## src/design/btlpm_pkg.sv

```systemverilog
// shared types and constants for the binary trie route table
// no dependencies
package btlpm_pkg;

  localparam int NODE_COUNT = 1024;
  localparam int ADDR_BITS  = 32;

  localparam int IDX_W    = $clog2(NODE_COUNT);
  localparam int FREE_W   = $clog2(NODE_COUNT + 1);
  localparam int LVL_W    = $clog2(ADDR_BITS + 1);
  localparam int LEN_W    = 6;
  localparam int PORT_W   = 11;
  localparam int STATUS_W = 2;

  localparam logic [PORT_W-1:0] NO_PORT = '1;

  typedef logic [IDX_W-1:0] idx_t;

  typedef enum logic {
    KIND_INSERT = 1'b0,
    KIND_LOOKUP = 1'b1
  } kind_e;

  typedef enum logic [STATUS_W-1:0] {
    STATUS_INSERT_DONE = 2'd0,
    STATUS_LOOKUP_DONE = 2'd1,
    STATUS_POOL_FULL   = 2'd2
  } status_e;

  // one trie node: child links (0 = none) and port
  typedef struct packed {
    idx_t              left;
    idx_t              right;
    logic [PORT_W-1:0] port;
  } node_t;

  // node memory access from the walker
  typedef struct packed {
    logic  rd_en;
    idx_t  rd_addr;
    logic  wr_en;
    idx_t  wr_addr;
    node_t wr_word;
  } mem_req_t;

  typedef struct packed {
    logic [PORT_W-1:0] found_port;
    status_e           status;
  } result_t;

endpackage

```

## src/design/btlpm_req_if.sv

```systemverilog
// request and response channel interfaces of the trie route table
// depends on btlpm_pkg
interface btlpm_req_if;
  logic                                  valid;
  logic                                  ready;
  logic                                  kind;
  logic [btlpm_pkg::ADDR_BITS-1:0]       address;
  logic [btlpm_pkg::LEN_W-1:0]           prefix_len;
  logic signed [btlpm_pkg::PORT_W-1:0]   port;

  modport source (output valid, kind, address, prefix_len, port, input ready);
  modport sink (input valid, kind, address, prefix_len, port, output ready);
endinterface


```

## src/design/btlpm_walk.sv

```systemverilog
// trie walker: address shift register, level counter and node allocator
// depends on btlpm_pkg, btlpm_req_if
module btlpm_walk (
  input  logic                 clk_i,
  input  logic                 rst_ni,
  btlpm_req_if.sink            req_i,
  output btlpm_pkg::mem_req_t  mem_req_o,
  input  btlpm_pkg::node_t     rd_word_i,
  input  btlpm_pkg::node_t     root_word_i,
  output logic                 res_valid_o,
  output btlpm_pkg::result_t   res_o,
  input  logic                 res_ready_i
);

  typedef enum logic [2:0] {
    ST_IDLE   = 3'b001,
    ST_WALK   = 3'b010,
    ST_FINISH = 3'b100
  } state_e;

  // where the current node's word comes from
  typedef enum logic [2:0] {
    SRC_ROOT  = 3'b001,
    SRC_MEM   = 3'b010,
    SRC_FRESH = 3'b100
  } src_e;

  state_e state_q, state_d;
  src_e   src_q, src_d;
  logic [btlpm_pkg::FREE_W-1:0]    next_free_q, next_free_d;
  logic [btlpm_pkg::ADDR_BITS-1:0] addr_sr_q, addr_sr_d;
  logic [btlpm_pkg::LVL_W-1:0]     remain_q, remain_d;
  logic [btlpm_pkg::PORT_W-1:0]    port_q, port_d;
  logic [btlpm_pkg::PORT_W-1:0]    best_q, best_d;
  btlpm_pkg::kind_e                kind_q, kind_d;
  btlpm_pkg::idx_t                 cur_q, cur_d;
  btlpm_pkg::result_t              res_q, res_d;

  btlpm_pkg::node_t  word;
  btlpm_pkg::node_t  linked;
  btlpm_pkg::idx_t   nxt;
  btlpm_pkg::idx_t   new_idx;
  logic              dir;
  logic              pool_full;
  logic [btlpm_pkg::PORT_W-1:0] best_upd;

  // current node word
  always_comb begin
    case (src_q)
      SRC_ROOT:  word = root_word_i;
      SRC_MEM:   word = rd_word_i;
      SRC_FRESH: word = '{left: '0, right: '0, port: btlpm_pkg::NO_PORT};
      default:   word = root_word_i;
    endcase
  end

  assign dir       = addr_sr_q[btlpm_pkg::ADDR_BITS-1];
  assign nxt       = dir ? word.right : word.left;
  assign new_idx   = next_free_q[btlpm_pkg::IDX_W-1:0];
  assign pool_full = (next_free_q == btlpm_pkg::FREE_W'(btlpm_pkg::NODE_COUNT));
  assign best_upd  = (word.port != btlpm_pkg::NO_PORT) ? word.port : best_q;

  // current word with the walk-direction link pointed at a new node
  always_comb begin
    linked = word;
    if (dir) begin
      linked.right = new_idx;
    end else begin
      linked.left = new_idx;
    end
  end

  // walk sequencer, one trie level per cycle
  always_comb begin
    state_d     = state_q;
    src_d       = src_q;
    next_free_d = next_free_q;
    addr_sr_d   = addr_sr_q;
    remain_d    = remain_q;
    port_d      = port_q;
    best_d      = best_q;
    kind_d      = kind_q;
    cur_d       = cur_q;
    res_d       = res_q;
    mem_req_o   = '0;

    case (state_q)
      ST_IDLE: begin
        if (req_i.valid) begin
          kind_d    = btlpm_pkg::kind_e'(req_i.kind);
          addr_sr_d = req_i.address;
          port_d    = req_i.port[btlpm_pkg::PORT_W-1] ? btlpm_pkg::NO_PORT : req_i.port;
          best_d    = btlpm_pkg::NO_PORT;
          cur_d     = '0;
          src_d     = SRC_ROOT;
          state_d   = ST_WALK;
          if (req_i.kind == btlpm_pkg::KIND_LOOKUP) begin
            remain_d = btlpm_pkg::LVL_W'(btlpm_pkg::ADDR_BITS);
          end else if (int'(req_i.prefix_len) > btlpm_pkg::ADDR_BITS) begin
            remain_d = btlpm_pkg::LVL_W'(btlpm_pkg::ADDR_BITS);
          end else begin
            remain_d = btlpm_pkg::LVL_W'(req_i.prefix_len);
          end
        end
      end

      ST_WALK: begin
        if (kind_q == btlpm_pkg::KIND_LOOKUP) begin
          best_d = best_upd;
          if ((remain_q == '0) || (nxt == '0)) begin
            res_d   = '{found_port: best_upd, status: btlpm_pkg::STATUS_LOOKUP_DONE};
            state_d = ST_FINISH;
          end else begin
            mem_req_o.rd_en   = 1'b1;
            mem_req_o.rd_addr = nxt;
            cur_d     = nxt;
            src_d     = SRC_MEM;
            remain_d  = remain_q - btlpm_pkg::LVL_W'(1);
            addr_sr_d = {addr_sr_q[btlpm_pkg::ADDR_BITS-2:0], 1'b0};
          end
        end else if (remain_q == '0) begin
          // last node of the route takes the port
          mem_req_o.wr_en        = 1'b1;
          mem_req_o.wr_addr      = cur_q;
          mem_req_o.wr_word      = word;
          mem_req_o.wr_word.port = port_q;
          res_d   = '{found_port: btlpm_pkg::NO_PORT, status: btlpm_pkg::STATUS_INSERT_DONE};
          state_d = ST_FINISH;
        end else if (nxt != '0) begin
          mem_req_o.rd_en   = 1'b1;
          mem_req_o.rd_addr = nxt;
          cur_d     = nxt;
          src_d     = SRC_MEM;
          remain_d  = remain_q - btlpm_pkg::LVL_W'(1);
          addr_sr_d = {addr_sr_q[btlpm_pkg::ADDR_BITS-2:0], 1'b0};
        end else if (pool_full) begin
          // pool exhausted: store the current node as it stands and stop
          mem_req_o.wr_en   = 1'b1;
          mem_req_o.wr_addr = cur_q;
          mem_req_o.wr_word = word;
          res_d   = '{found_port: btlpm_pkg::NO_PORT, status: btlpm_pkg::STATUS_POOL_FULL};
          state_d = ST_FINISH;
        end else begin
          // allocate a child, write back the parent, keep the new node in flight
          mem_req_o.wr_en   = 1'b1;
          mem_req_o.wr_addr = cur_q;
          mem_req_o.wr_word = linked;
          cur_d       = new_idx;
          src_d       = SRC_FRESH;
          next_free_d = next_free_q + btlpm_pkg::FREE_W'(1);
          remain_d    = remain_q - btlpm_pkg::LVL_W'(1);
          addr_sr_d   = {addr_sr_q[btlpm_pkg::ADDR_BITS-2:0], 1'b0};
        end
      end

      ST_FINISH: begin
        if (res_ready_i) begin
          state_d = ST_IDLE;
        end
      end

      default: begin
        state_d = ST_IDLE;
      end
    endcase
  end

  // control registers
  always_ff @(posedge clk_i or negedge rst_ni) begin
    if (!rst_ni) begin
      state_q     <= ST_IDLE;
      src_q       <= SRC_ROOT;
      next_free_q <= btlpm_pkg::FREE_W'(1);
    end else begin
      state_q     <= state_d;
      src_q       <= src_d;
      next_free_q <= next_free_d;
    end
  end

  // datapath registers
  always_ff @(posedge clk_i) begin
    addr_sr_q <= addr_sr_d;
    remain_q  <= remain_d;
    port_q    <= port_d;
    best_q    <= best_d;
    kind_q    <= kind_d;
    cur_q     <= cur_d;
    res_q     <= res_d;
  end

  assign req_i.ready = (state_q == ST_IDLE);
  assign res_valid_o = (state_q == ST_FINISH);
  assign res_o       = res_q;

endmodule

```

## src/flat_wrapper.sv

```systemverilog
// flat-port wrapper written by rule: the top's interface ports become plain ports
module btlpm_walk_flat 
  (clk_i, rst_ni, mem_req_o, rd_word_i, root_word_i, res_valid_o, res_o, res_ready_i, req_i_valid, req_i_kind, req_i_address, req_i_prefix_len, req_i_port, req_i_ready);
  btlpm_req_if req_i_i ();
  input  logic clk_i;
  input  logic rst_ni;
  output btlpm_pkg::mem_req_t mem_req_o;
  input  btlpm_pkg::node_t rd_word_i;
  input  btlpm_pkg::node_t root_word_i;
  output logic res_valid_o;
  output btlpm_pkg::result_t res_o;
  input  logic res_ready_i;
  input wire logic [$bits(req_i_i.valid)-1:0] req_i_valid;
  input wire logic [$bits(req_i_i.kind)-1:0] req_i_kind;
  input wire logic [$bits(req_i_i.address)-1:0] req_i_address;
  input wire logic [$bits(req_i_i.prefix_len)-1:0] req_i_prefix_len;
  input wire logic [$bits(req_i_i.port)-1:0] req_i_port;
  output wire logic [$bits(req_i_i.ready)-1:0] req_i_ready;
  assign req_i_i.valid = req_i_valid;
  assign req_i_i.kind = req_i_kind;
  assign req_i_i.address = req_i_address;
  assign req_i_i.prefix_len = req_i_prefix_len;
  assign req_i_i.port = req_i_port;
  assign req_i_ready = req_i_i.ready;
  btlpm_walk u_core (.clk_i(clk_i), .rst_ni(rst_ni), .req_i(req_i_i), .mem_req_o(mem_req_o), .rd_word_i(rd_word_i), .root_word_i(root_word_i), .res_valid_o(res_valid_o), .res_o(res_o), .res_ready_i(res_ready_i));
endmodule
```

## config.mk

```make
export PLATFORM = sky130hd
export DESIGN_NAME = btlpm_walk_flat
export DESIGN_NICKNAME = d
export VERILOG_FILES = /design/src/design/btlpm_pkg.sv /design/src/design/btlpm_req_if.sv /design/src/design/btlpm_walk.sv /design/src/flat_wrapper.sv
export SDC_FILE = /design/constraint.sdc
export NUM_CORES = 1
export LEC_CHECK = 0
export ABC_AREA = 1
export BUFFER_PORTS_ARGS = -buffer_cell sky130_fd_sc_hd__buf_4
export CORE_AREA = 2 2 131 95
export DETAILED_ROUTE_END_ITERATION = 12
export DIE_AREA = 0 0 133 97
export PLACE_DENSITY_LB_ADDON = 0.2
export SYNTH_ARGS = -nofsm -noshare
export SYNTH_HDL_FRONTEND = slang
export SYNTH_SLANG_ARGS = --single-unit
```

## constraint.sdc

```tcl
create_clock -name clk_i -period 4.3 [get_ports clk_i]
set_input_delay 0.86 -clock clk_i [delete_from_list [all_inputs] [get_ports clk_i]]
set_output_delay 0.86 -clock clk_i [all_outputs]
set_load 0.1 [all_outputs]
```

==> results_tabular.tex, run 1 <==
\begin{tabular}{lr}
\hline
Metric & Value \\
\hline
\multicolumn{2}{l}{\textbf{Synthesis}} \\
\quad Biggest area consumer among synthesized cells & sky130\_fd\_sc\_hd\_\_edfxtp\_1 \\
\quad Number of flops mapped to enable cells by yosys & 84 \\
\quad Gate Count Post-Synth & 752 \\
\quad Leading cell types by count after synthesis & sky130\_fd\_sc\_hd\_\_nand2\_1 (281), sky130\_fd\_sc\_hd\_\_edfxtp\_1 (84), sky130\_fd\_sc\_hd\_\_inv\_1 (64) \\
\quad Most used flip-flop cell after synthesis & sky130\_fd\_sc\_hd\_\_edfxtp\_1 \\
\quad Most area-consuming cells after synthesis & sky130\_fd\_sc\_hd\_\_edfxtp\_1 (43\%), sky130\_fd\_sc\_hd\_\_nand2\_1 (18\%), sky130\_fd\_sc\_hd\_\_dfrtp\_1 (5.9\%), sky130\_fd\_sc\_hd\_\_a21oi\_1 (4.1\%), sky130\_fd\_sc\_hd\_\_nand3\_1 (4.1\%) \\
\quad Arithmetic-cell share of the synthesized area counting full adders, half adders and majority gates & 0.006337 \\
\quad Synthesized area divided by synthesized cell count & 7.877 um\^{}2 \\
\quad Fraction of synthesized area in multiplexers & 0 \\
\quad Parity-gate share of the synthesized area counting xor and xnor cells & 0.01627 \\
\quad Main combinational cell family by area after synthesis & simple AND/OR/NAND/NOR gates \\
\quad Sequential area share after synthesis & 0.4983 \\
\quad Fraction of registers with async set/reset & 0.1683 \\
\quad Mapped cell area & 0.005923 mm\^{}2 \\
\quad Post-Synth Simple-Gate Area & 0.3105 \\
\quad Count of state elements after synthesis & 101 \\
\quad Library cell with the highest instance count after synthesis & sky130\_fd\_sc\_hd\_\_nand2\_1 \\
\quad Area fraction in compound gates after synthesis & 0.09379 \\
\quad Synth unique cells & 37 \\
\quad Warning count from the yosys run & 0 \\
\quad Area fraction of the dominant cell type after synthesis & 0.4259 \\
\quad Net count after synthesis & 871 \\
\multicolumn{2}{l}{\textbf{Global route}} \\
\quad Global-route wire length before repair & 27530 um \\
\quad Via count of the first global-routing pass & 5593 \\
\quad Antenna violations before repair & 0 \\
\quad Overflow after GRT & 0 \\
\quad Maximum number of pins on one net before global-route repair & 48 \\
\quad Global routing usage summed across all routing layers & 0.2648 \\
\multicolumn{2}{l}{\textbf{Setup path}} \\
\quad Slowest stage cell, crit path & sky130\_fd\_sc\_hd\_\_dfrtp\_1 \\
\quad Critical Path Fanout Max & 28 \\
\quad Family with the most delay on the worst path & simple AND/OR/NAND/NOR gates \\
\quad Most numerous cell on the critical path & sky130\_fd\_sc\_hd\_\_nand2\_1 \\
\quad Stage delay of the slowest cell on the critical path & 0.54 ns \\
\quad Crit-path cells & nor2\_2 -> nand2\_4 -> nand3\_1 -> nand3\_1 -> nand2\_1 -> nand2\_1 -> nor2\_4 -> nand3\_4 -> nor2\_4 -> buf\_4 -> nand2\_1 -> a21oi\_1 -> buf\_4 \\
\quad Worst reg-to-reg setup slack & 1.00 ns \\
\quad Number of buffer and inverter stages on the critical path & 2 \\
\quad Critical path startpoint category & flop \\
\quad Kind of end point of the critical path & primary output \\
\quad Kind of critical path & reg2out \\
\quad Signal arrival time at the worst endpoint & 3.27 ns \\
\quad Worst Path Required & 3.44 ns \\
\multicolumn{2}{l}{\textbf{Power}} \\
\quad Standby leakage power & 3.451 nW \\
\quad Maximum vdd drop & 1074 uV \\
\quad PwrDens & 644.4 mW/mm\^{}2 \\
\multicolumn{2}{l}{\textbf{Detailed routing}} \\
\quad Starting DRT DRC Count & 579 \\
\quad Via total after detailed routing & 5829 \\
\quad Initial DRT Pass Iterations & 5 \\
\quad Vias per cell & 5.372 \\
\quad Final ANT Viol Nets & 0 \\
\quad DR DRC count & 0 \\
\quad WL per Instance & 16.10 um \\
\quad Total detailed-routing wirelength & 17470 um \\
\multicolumn{2}{l}{\textbf{Timing}} \\
\quad Share of the clock period used by the worst path after layout & 0.9605 \\
\quad Pin slew with the least headroom to its limit & 1.166 ns \\
\quad Accumulated negative setup slack & 0 ns \\
\quad Min cycle time layout & 4.130 ns \\
\quad Max-slew violation total from the final report & 0 \\
\quad Final worst hold slack & 0.3732 ns \\
\quad Max-Slew Margin vs Limit & 0.2229 \\
\quad Final count of hold timing violations & 0 \\
\quad Clock skew & 0.009517 ns \\
\quad Top achievable clock speed & 242.1 MHz \\
\quad Setup violations, final & 0 \\
\multicolumn{2}{l}{\textbf{Run status}} \\
\quad Result of the run & finished, final reports clean \\
\multicolumn{2}{l}{\textbf{Die}} \\
\quad Standard-cell rows & 33 \\
\quad Num ports & 184 \\
\quad Height of the chip & 97 um \\
\quad Area inside the core boundary & 0.01152 mm\^{}2 \\
\quad Horiz. Die Dim & 133 um \\
\quad Effective utilization at floorplan & 0.5142 \\
\quad Die area & 0.01290 mm\^{}2 \\
\multicolumn{2}{l}{\textbf{Clocking}} \\
\quad Number of sinks handled by clock tree synthesis & 101 \\
\quad TritonCTS Buffers & 9 \\
\quad Clock edge transition at the registers on the reported setup and hold paths & 0.07 ns \\
\quad Deepest clock path buffer count & 2 \\
\quad Hold-fix buffer count after cts & 0 \\
\quad Post-CTS Setup Inserts & 0 \\
\quad Worst-Skew Late Latency & 0.34 ns \\
\quad CTS tree & yes \\
\quad Depth of the CTS H-tree & 3 \\
\quad Cell chosen for the clock root & sky130\_fd\_sc\_hd\_\_clkbuf\_16 \\
\multicolumn{2}{l}{\textbf{Min path}} \\
\quad Hold Path Class & in2async \\
\multicolumn{2}{l}{\textbf{Layout}} \\
\quad Antenna diodes & 0 \\
\quad Post-layout nets & 1042 \\
\quad Ratio of cells with drive above 1 in the final layout & 0.2629 \\
\quad Area added between synthesis and finish & 30.84\% \\
\quad Layout Utilization & 0.6727 \\
\quad Area taken by multi-input logic gates & 0.002570 mm\^{}2 \\
\quad Register area & 0.002952 mm\^{}2 \\
\quad Finished Layout Cells & 1085 \\
\quad Fill cells & 974 \\
\quad Design Area, Final & 0.007750 mm\^{}2 \\
\multicolumn{2}{l}{\textbf{Placed design}} \\
\quad Area after detailed placement & 0.007421 mm\^{}2 \\
\quad Final weighted congestion of routability-driven global placement & 0.8988 \\
\quad \# port buffers & 183 \\
\quad HPWL after DPL & 12920 um \\
\quad Placed insts & 1068 \\
\multicolumn{2}{l}{\textbf{Run}} \\
\quad Maxcap violations & 0 \\
\hline
\end{tabular}
worst reg2reg max path, stage by stage, from the launching register on:
cell	delay, ns
sky130_fd_sc_hd__dfrtp_1	0.60
sky130_fd_sc_hd__inv_1	0.13
sky130_fd_sc_hd__nor3_2	0.13
sky130_fd_sc_hd__buf_4	0.26
sky130_fd_sc_hd__nand2_1	0.12
sky130_fd_sc_hd__nand3_1	0.10
sky130_fd_sc_hd__nand2_1	0.13
sky130_fd_sc_hd__nand2_1	0.14
sky130_fd_sc_hd__nor2_4	0.04
sky130_fd_sc_hd__nand3_4	0.12
sky130_fd_sc_hd__nand2_1	0.31
sky130_fd_sc_hd__nand3_1	0.19
sky130_fd_sc_hd__nand2_1	0.15
sky130_fd_sc_hd__inv_2	0.27
sky130_fd_sc_hd__buf_12	0.27
state kept, by name, summed over array words and instances (netlist names):
signal	count
u_core.port_q	11
u_core.remain_q	6
u_core.state_q	3
u_core.src_q	3
u_core.addr_sr_q	32
u_core.res_o	13
u_core.next_free_q	11
u_core.best_q	11
u_core.cur_q	10
u_core.kind_q	1
per-stage QoR:
stage,setup WS (ns),total power [W]
finish,0.1699,0.004994
global route,-0.001698,0.005304
CTS,0.1719,0.004975
detailed placement,0.5512,0.004153
global placement,0.6299,0.004096
floorplan,0.2202,0.003504
final cells by class:
cell class	count	share of cell area
Sequential cell	101	0.3809
Multi-Input combinational cell	546	0.3316
Timing Repair Buffer	192	0.1881
Inverter	73	0.03536
Clock buffer	10	0.02954
Tap cell	157	0.02535
Clock inverter	6	0.009202
cell usage in the layout (no fill, tap or decap), types with 3 or more instances in the layout:
cell	instances
sky130_fd_sc_hd__a21oi_1	49
sky130_fd_sc_hd__buf_4	190
sky130_fd_sc_hd__clkbuf_16	9
sky130_fd_sc_hd__clkinv_1	6
sky130_fd_sc_hd__dfrtp_1	14
sky130_fd_sc_hd__dfstp_2	3
sky130_fd_sc_hd__edfxtp_1	84
sky130_fd_sc_hd__ha_1	3
sky130_fd_sc_hd__inv_1	63
sky130_fd_sc_hd__inv_2	4
sky130_fd_sc_hd__nand2_1	281
sky130_fd_sc_hd__nand3_1	49
sky130_fd_sc_hd__nand4_1	5
sky130_fd_sc_hd__nor2_1	54
sky130_fd_sc_hd__nor2_4	3
sky130_fd_sc_hd__nor3_1	7
sky130_fd_sc_hd__nor3_2	3
sky130_fd_sc_hd__o21ai_0	21
sky130_fd_sc_hd__o21ai_1	8
sky130_fd_sc_hd__o22ai_1	21
sky130_fd_sc_hd__or2_2	12
sky130_fd_sc_hd__xnor2_1	3
sky130_fd_sc_hd__xor2_1	8
layer usage:
layer | up-vias | part of all wire | track usage
li1 | 2816 | - | -
met1 | 2739 | 0.46 | 0.3793
met2 | 263 | 0.45 | 0.4169
met3 | 11 | 0.090 | 0.06709
met4 | 0 | 0.0054 | 0.03970
met5 | - | 0 | 0
what timing repair did:
action	in CTS	in global routing
setup endpoints to repair	0	5
gates resized for setup	0	3
hold endpoints to repair	0	0
where the power goes:
| part | internal, W | switching, W |
|---|---|---|
| Clock | 0.000458 | 0.000356 |
| Sequential | 0.00163 | 0.000162 |
| Combinational | 0.000590 | 0.00179 |
| Total | 0.00268 | 0.00231 |
path summary, 6_finish.rpt:
path / startpoint / to / cells after the start
worst max-delay path: u_core.src_q[1]$_DFFE_PN0P_ / mem_req_o[5] / 13
worst min-delay path: rst_ni / u_core.src_q[2]$_DFFE_PN0P_ / 1
worst max register to register: u_core.src_q[1]$_DFFE_PN0P_ / u_core.addr_sr_q[28]$_DFFE_PP_ / 14
worst min register to register: u_core.addr_sr_q[10]$_DFFE_PP_ / u_core.addr_sr_q[11]$_DFFE_PP_ / 2
max in group asynchronous: rst_ni / u_core.next_free_q[0]$_DFFE_PN1P_ / 1
min in group clk_i: u_core.addr_sr_q[10]$_DFFE_PP_ / u_core.addr_sr_q[11]$_DFFE_PP_ / 2
cell families after synthesis:
kind of cell / Yosys count
adders and majority gates: 3
buffers and inverters: 106
DFF: 101
AOI/OAI and AO/OA: 103
and+or+nand+nor: 428
xor gates and xnor gates: 11
Power figures use the tool's default switching activity.
==> run 2: changes to the inputs <==
- CORE_AREA: 2 2 131 95 -> 2 2 130 94
- CTS_BUF_LIST: default -> sky130_fd_sc_hd__clkbuf_4 sky130_fd_sc_hd__clkbuf_8
- DIE_AREA: 0 0 133 97 -> 0 0 132 96
==> results_tabular.tex, run 2 (synthesis gave the netlist of run 1 again) <==
\begin{tabular}{lr}
\hline
Metric & Value \\
\hline
\multicolumn{2}{l}{\textbf{Power}} \\
\quad Maximum vdd drop & 640.0 uV \\
\quad PwrDens & 622.4 mW/mm\^{}2 \\
\quad Standby leakage power & 3.406 nW \\
\multicolumn{2}{l}{\textbf{Timing}} \\
\quad Setup violations, final & 0 \\
\quad Setup repair after global routing missed its margin & false \\
\quad Pin slew with the least headroom to its limit & 1.125 ns \\
\quad Top achievable clock speed & 246.1 MHz \\
\quad Clock skew & 0.01190 ns \\
\quad Share of the clock period used by the worst path after layout & 0.9448 \\
\quad Min cycle time layout & 4.063 ns \\
\quad Max-slew violation total from the final report & 0 \\
\quad Final count of hold timing violations & 0 \\
\quad Max-Slew Margin vs Limit & 0.2501 \\
\quad Accumulated negative setup slack & 0 ns \\
\quad Final worst hold slack & 0.3418 ns \\
\multicolumn{2}{l}{\textbf{Detailed routing}} \\
\quad Starting DRT DRC Count & 605 \\
\quad Met1 layer wirelength in the final routing & 7669 um \\
\quad Vias per cell & 5.379 \\
\quad Highest Signal Layer & met4 \\
\quad Met3 wire len & 1711 um \\
\quad WL per Instance & 15.78 um \\
\quad Final ANT Viol Nets & 0 \\
\quad Initial DRT Pass Iterations & 5 \\
\quad Total detailed-routing wirelength & 17120 um \\
\quad Met2 routed WL & 7472 um \\
\quad DR DRC count & 0 \\
\quad Via total after detailed routing & 5836 \\
\multicolumn{2}{l}{\textbf{Setup path}} \\
\quad Critical Path Fanout Max & 28 \\
\quad Kind of end point of the critical path & primary output \\
\quad Worst reg-to-reg setup slack & 0.84 ns \\
\quad Critical path startpoint category & flop \\
\quad Kind of critical path & reg2out \\
\quad Worst Path Required & 3.44 ns \\
\quad Signal arrival time at the worst endpoint & 3.20 ns \\
\multicolumn{2}{l}{\textbf{Placed design}} \\
\quad \# port buffers & 183 \\
\quad HPWL after DPL & 12940 um \\
\quad Placed insts & 1068 \\
\quad Final weighted congestion of routability-driven global placement & 0.9077 \\
\quad Area after detailed placement & 0.007421 mm\^{}2 \\
\multicolumn{2}{l}{\textbf{Layout}} \\
\quad Finished Layout Cells & 1085 \\
\quad Commonest non-fill, non-tap cell in the layout & sky130\_fd\_sc\_hd\_\_nand2\_1 \\
\quad Design Area, Final & 0.007660 mm\^{}2 \\
\quad Ratio of cells with drive above 1 in the final layout & 0.2629 \\
\quad Max FFs per register & 32 \\
\quad Antenna diodes & 0 \\
\quad Area added between synthesis and finish & 29.32\% \\
\quad Post-layout nets & 1042 \\
\quad Biggest register & u\_core.addr\_sr\_q \\
\quad Highest-count cells in the layout ignoring fill and taps & sky130\_fd\_sc\_hd\_\_nand2\_1 (281), sky130\_fd\_sc\_hd\_\_buf\_4 (186), sky130\_fd\_sc\_hd\_\_edfxtp\_1 (84), sky130\_fd\_sc\_hd\_\_inv\_1 (63), sky130\_fd\_sc\_hd\_\_nor2\_1 (54) \\
\multicolumn{2}{l}{\textbf{Die}} \\
\quad Horiz. Die Dim & 132 um \\
\quad Die area & 0.01267 mm\^{}2 \\
\quad Standard-cell rows & 33 \\
\quad Num ports & 184 \\
\quad Area inside the core boundary & 0.01144 mm\^{}2 \\
\quad Effective utilization at floorplan & 0.5179 \\
\quad Height of the chip & 96 um \\
\multicolumn{2}{l}{\textbf{Clocking}} \\
\quad Number of sinks handled by clock tree synthesis & 101 \\
\quad TritonCTS Buffers & 9 \\
\quad Worst-Skew Late Latency & 0.37 ns \\
\quad Depth of the CTS H-tree & 3 \\
\quad Post-CTS Setup Inserts & 0 \\
\quad Deepest clock path buffer count & 2 \\
\quad Clock edge transition at the registers on the reported setup and hold paths & 0.10 ns \\
\quad Cell chosen for the clock root & sky130\_fd\_sc\_hd\_\_clkbuf\_8 \\
\quad CTS tree & yes \\
\multicolumn{2}{l}{\textbf{Min path}} \\
\quad Hold Path Class & in2async \\
\multicolumn{2}{l}{\textbf{Global route}} \\
\quad Via count of the first global-routing pass & 5358 \\
\quad Antenna violations before repair & 0 \\
\quad Global routing usage summed across all routing layers & 0.2642 \\
\quad Global-route wire length before repair & 26370 um \\
\quad Maximum number of pins on one net before global-route repair & 43 \\
\quad Overflow after GRT & 0 \\
\multicolumn{2}{l}{\textbf{Run}} \\
\quad Maxcap violations & 0 \\
\multicolumn{2}{l}{\textbf{Run status}} \\
\quad Result of the run & finished, final reports clean \\
\hline
\end{tabular}
run 2: cell types whose count changed in the layout (fill, tap and decap cells not counted), sizes merged:
cell    previous run  this run
clkinv             8        10
inv               69        67
run 2: where the power goes:
| group | internal (W) | switching, W | total (W) |
|---|---|---|---|
| logic | 0.000589 | 0.00179 | 0.00238 |
| registers | 0.00163 | 0.000162 | 0.00179 |
| clock network | 0.000275 | 0.000317 | 0.000592 |
| total | 0.00250 | 0.00227 | 0.00477 |
run 2: area by class of cell:
class                           count  area [um^2]
Timing Repair Buffer              192         1473
Sequential cell                   101         2952
Fill cell                         973         3777
Clock inverter                      6        63.81
Tap cell                          157        196.4
Clock buffer                       10        131.4
Inverter                           73        274.0
Multi-Input combinational cell    546         2570
run 2: what timing repair did:
item,4_1_cts,5_1_grt
gates resized for setup,0,7
endpoints found under the setup margin,0,4
hold buffers,0,0
run 2: layer usage:
| metal | global-route usage | vias up |
|---|---|---|
| met5 | 0 | - |
| met4 | 0.07156 | 0 |
| met3 | 0.06161 | 31 |
| met2 | 0.4102 | 325 |
| met1 | 0.3756 | 2666 |
| li1 | - | 2814 |
run 2: critical path: stages, from the launching register on:
cell and delay [ns]:
sky130_fd_sc_hd__dfrtp_1 0.54, sky130_fd_sc_hd__nor2_2 0.21, sky130_fd_sc_hd__nand2_4 0.19, sky130_fd_sc_hd__nand3_1 0.14
sky130_fd_sc_hd__nand2_1 0.11, sky130_fd_sc_hd__o21ai_1 0.22, sky130_fd_sc_hd__nand2_1 0.10, sky130_fd_sc_hd__inv_2 0.10
sky130_fd_sc_hd__nand3_4 0.14, sky130_fd_sc_hd__nor2_4 0.17, sky130_fd_sc_hd__buf_6 0.24, sky130_fd_sc_hd__nand2_1 0.08
sky130_fd_sc_hd__a21oi_1 0.29, sky130_fd_sc_hd__buf_6 0.28
run 2: final timing paths:
check | startpoint | to | cells after the start
worst max-delay path | u_core.src_q[1]$_DFFE_PN0P_ | mem_req_o[5] | 13
worst min-delay path | rst_ni | u_core.next_free_q[3]$_DFFE_PN0P_ | 1
worst max register to register | u_core.src_q[1]$_DFFE_PN0P_ | u_core.addr_sr_q[20]$_DFFE_PP_ | 14
worst min register to register | u_core.addr_sr_q[20]$_DFFE_PP_ | u_core.addr_sr_q[21]$_DFFE_PP_ | 2
max in group asynchronous | rst_ni | u_core.next_free_q[0]$_DFFE_PN1P_ | 1
min in group clk_i | u_core.addr_sr_q[20]$_DFFE_PP_ | u_core.addr_sr_q[21]$_DFFE_PP_ | 2
run 2: per-stage QoR:
| stage | worst slack (ns) | util | total power, W |
|---|---|---|---|
| 2_1_floorplan | 0.2202 | - | 0.003504 |
| 3_3_place_gp | 0.5805 | 0.6488 | 0.004088 |
| 3_5_place_dp | 0.5840 | 0.6488 | 0.004148 |
| 4_1_cts | 0.1684 | 0.6659 | 0.004737 |
| 5_1_grt | 0.05125 | 0.6697 | 0.005067 |
| 6_report | 0.2373 | 0.6697 | 0.004767 |
==> run 3: changes to the inputs <==
- PLACE_DENSITY: default -> 0.81
- PLACE_DENSITY_LB_ADDON: 0.2 -> default
==> results_tabular.tex, run 3 (synthesis gave the netlist of run 1 again) <==
\begin{tabular}{lr}
\hline
Metric & Value \\
\hline
\multicolumn{2}{l}{\textbf{Placed design}} \\
\quad Area after detailed placement & 0.007421 mm\^{}2 \\
\quad Final weighted congestion of routability-driven global placement & 0.9578 \\
\quad HPWL after DPL & 12350 um \\
\quad \# port buffers & 183 \\
\quad Placed insts & 1068 \\
\multicolumn{2}{l}{\textbf{Clocking}} \\
\quad Deepest clock path buffer count & 2 \\
\quad CTS tree & yes \\
\quad Number of sinks handled by clock tree synthesis & 101 \\
\quad TritonCTS Buffers & 9 \\
\quad Depth of the CTS H-tree & 3 \\
\quad Cell chosen for the clock root & sky130\_fd\_sc\_hd\_\_clkbuf\_8 \\
\quad Clock edge transition at the registers on the reported setup and hold paths & 0.09 ns \\
\quad Worst-Skew Late Latency & 0.36 ns \\
\multicolumn{2}{l}{\textbf{Layout}} \\
\quad Antenna diodes & 0 \\
\quad Max FFs per register & 32 \\
\quad Post-layout nets & 1045 \\
\quad Ratio of cells with drive above 1 in the final layout & 0.2664 \\
\quad Design Area, Final & 0.007695 mm\^{}2 \\
\quad Finished Layout Cells & 1088 \\
\quad Commonest non-fill, non-tap cell in the layout & sky130\_fd\_sc\_hd\_\_nand2\_1 \\
\quad Biggest register & u\_core.addr\_sr\_q \\
\quad Highest-count cells in the layout ignoring fill and taps & sky130\_fd\_sc\_hd\_\_nand2\_1 (281), sky130\_fd\_sc\_hd\_\_buf\_4 (192), sky130\_fd\_sc\_hd\_\_edfxtp\_1 (84), sky130\_fd\_sc\_hd\_\_inv\_1 (63), sky130\_fd\_sc\_hd\_\_nor2\_1 (54) \\
\quad Layout Utilization & 0.6728 \\
\quad Area added between synthesis and finish & 29.91\% \\
\multicolumn{2}{l}{\textbf{Setup path}} \\
\quad Worst reg-to-reg setup slack & 0.88 ns \\
\quad Critical register-to-register path endpoint & u\_core.addr\_sr\_q[25]\$\_DFFE\_PP\_ \\
\quad Critical Path Fanout Max & 23 \\
\quad Kind of critical path & reg2out \\
\quad Signal arrival time at the worst endpoint & 3.24 ns \\
\quad Worst Path Required & 3.44 ns \\
\quad Source of the worst register-to-register timing path & u\_core.src\_q[1]\$\_DFFE\_PN0P\_ \\
\quad Length in cells of the worst reg-to-reg path & 14 \\
\quad Critical path startpoint category & flop \\
\quad Kind of end point of the critical path & primary output \\
\multicolumn{2}{l}{\textbf{Timing}} \\
\quad Setup violations, final & 0 \\
\quad Share of the clock period used by the worst path after layout & 0.9537 \\
\quad Top achievable clock speed & 243.8 MHz \\
\quad Max-slew violation total from the final report & 0 \\
\quad Setup repair after global routing missed its margin & false \\
\quad Accumulated negative setup slack & 0 ns \\
\quad Clock skew & 0.009015 ns \\
\quad Max-Slew Margin vs Limit & 0.1893 \\
\quad Pin slew with the least headroom to its limit & 1.212 ns \\
\quad Final worst hold slack & 0.3543 ns \\
\quad Min cycle time layout & 4.101 ns \\
\quad Final count of hold timing violations & 0 \\
\multicolumn{2}{l}{\textbf{Power}} \\
\quad Standby leakage power & 3.420 nW \\
\quad Maximum vdd drop & 798.4 uV \\
\quad PwrDens & 627.7 mW/mm\^{}2 \\
\quad Net switching power figure & 0.002280 W \\
\quad Clk network pwr share & 0.136 \\
\quad Sequential share of power & 0.370 \\
\quad Gate power share & 0.494 \\
\quad Total internal power & 0.002551 W \\
\quad Proportion of total power due to net switching & 0.4719 \\
\multicolumn{2}{l}{\textbf{Detailed routing}} \\
\quad Starting DRT DRC Count & 583 \\
\quad Initial DRT Pass Iterations & 5 \\
\quad Final ANT Viol Nets & 0 \\
\quad Via total after detailed routing & 5773 \\
\quad Met1 layer wirelength in the final routing & 7809 um \\
\quad Vias per cell & 5.306 \\
\quad Met3 wire len & 1836 um \\
\quad WL per Instance & 15.63 um \\
\quad DR DRC count & 0 \\
\quad Met2 routed WL & 7260 um \\
\quad Highest Signal Layer & met4 \\
\quad Total detailed-routing wirelength & 17010 um \\
\multicolumn{2}{l}{\textbf{Global route}} \\
\quad Via count of the first global-routing pass & 5090 \\
\quad Global-route wire length before repair & 26070 um \\
\quad Antenna violations before repair & 1 \\
\quad Global routing usage summed across all routing layers & 0.2617 \\
\quad Overflow after GRT & 0 \\
\quad Maximum number of pins on one net before global-route repair & 48 \\
\multicolumn{2}{l}{\textbf{Min path}} \\
\quad Hold Path Class & in2async \\
\multicolumn{2}{l}{\textbf{Die}} \\
\quad Area inside the core boundary & 0.01144 mm\^{}2 \\
\quad Horiz. Die Dim & 132 um \\
\quad Effective utilization at floorplan & 0.5179 \\
\quad Standard-cell rows & 33 \\
\quad Num ports & 184 \\
\quad Die area & 0.01267 mm\^{}2 \\
\quad Height of the chip & 96 um \\
\multicolumn{2}{l}{\textbf{Run}} \\
\quad Maxcap violations & 0 \\
\multicolumn{2}{l}{\textbf{Run status}} \\
\quad Result of the run & finished, final reports clean \\
\hline
\end{tabular}
-- run 3: worst max path at each step --
stage,from,end
after global routing,u_core.src_q[1]$_DFFE_PN0P_,mem_req_o[17]
after global placement,root_word_i[19],mem_req_o[14]
after CTS,u_core.src_q[1]$_DFFE_PN0P_,mem_req_o[17]
after detailed placement,u_core.src_q[1]$_DFFE_PN0P_,mem_req_o[17]
final,u_core.src_q[1]$_DFFE_PN0P_,mem_req_o[37]
after floorplan,root_word_i[19],mem_req_o[18]
-- run 3: worst max-delay path: stages (launching register included) --
cell and delay, ns:
sky130_fd_sc_hd__dfrtp_1 0.54, sky130_fd_sc_hd__nor2_2 0.21, sky130_fd_sc_hd__nand2_4 0.19, sky130_fd_sc_hd__nand3_1 0.15
sky130_fd_sc_hd__nand2_1 0.09, sky130_fd_sc_hd__o21ai_1 0.29, sky130_fd_sc_hd__nand2_1 0.12, sky130_fd_sc_hd__inv_2 0.09
sky130_fd_sc_hd__nand3_4 0.18, sky130_fd_sc_hd__nand2_1 0.10, sky130_fd_sc_hd__nand2_1 0.29, sky130_fd_sc_hd__nor2_1 0.29
sky130_fd_sc_hd__buf_4 0.33
-- run 3: area by class of cell --
| class | count | area, um^2 |
|---|---|---|
| fill | 989 | 3742 |
| timing repair buffer | 194 | 1481 |
| sequential | 101 | 2952 |
| tap | 157 | 196.4 |
| multi-input combinational | 547 | 2572 |
| inverter | 73 | 274.0 |
| clock buffer | 10 | 131.4 |
| clock inverter | 6 | 87.58 |
-- run 3: what timing repair did --
action | 4_1_cts | 5_1_grt
hold buffers | 0 | 0
setup buffers | 0 | 2
setup endpoints to repair | 0 | 29
resized for setup | 0 | 2
-- run 3: power groups by stage --
stage	clock network, W	logic (W)	registers (W)
after floorplan	0	0.00154	0.00196
after global placement	0	0.00232	0.00178
after detailed placement	0	0.00236	0.00179
after CTS	0.000667	0.00237	0.00178
after global routing	0.000708	0.00260	0.00182
final	0.000655	0.00239	0.00179
-- run 3: per-layer routing --
metal  GRT usage  vias up
li1            -     2813
met5           0        -
met1      0.3766     2625
met3     0.06846       12
met2      0.4058      323
met4     0.04710        0
-- run 3: per-stage QoR --
stage | total power [W] | worst slack, ns
after floorplan | 0.003504 | 0.2202
after global routing | 0.005127 | 0.009113
after CTS | 0.004809 | 0.08123
final | 0.004830 | 0.1990
after detailed placement | 0.004150 | 0.4767
after global placement | 0.004100 | 0.6081
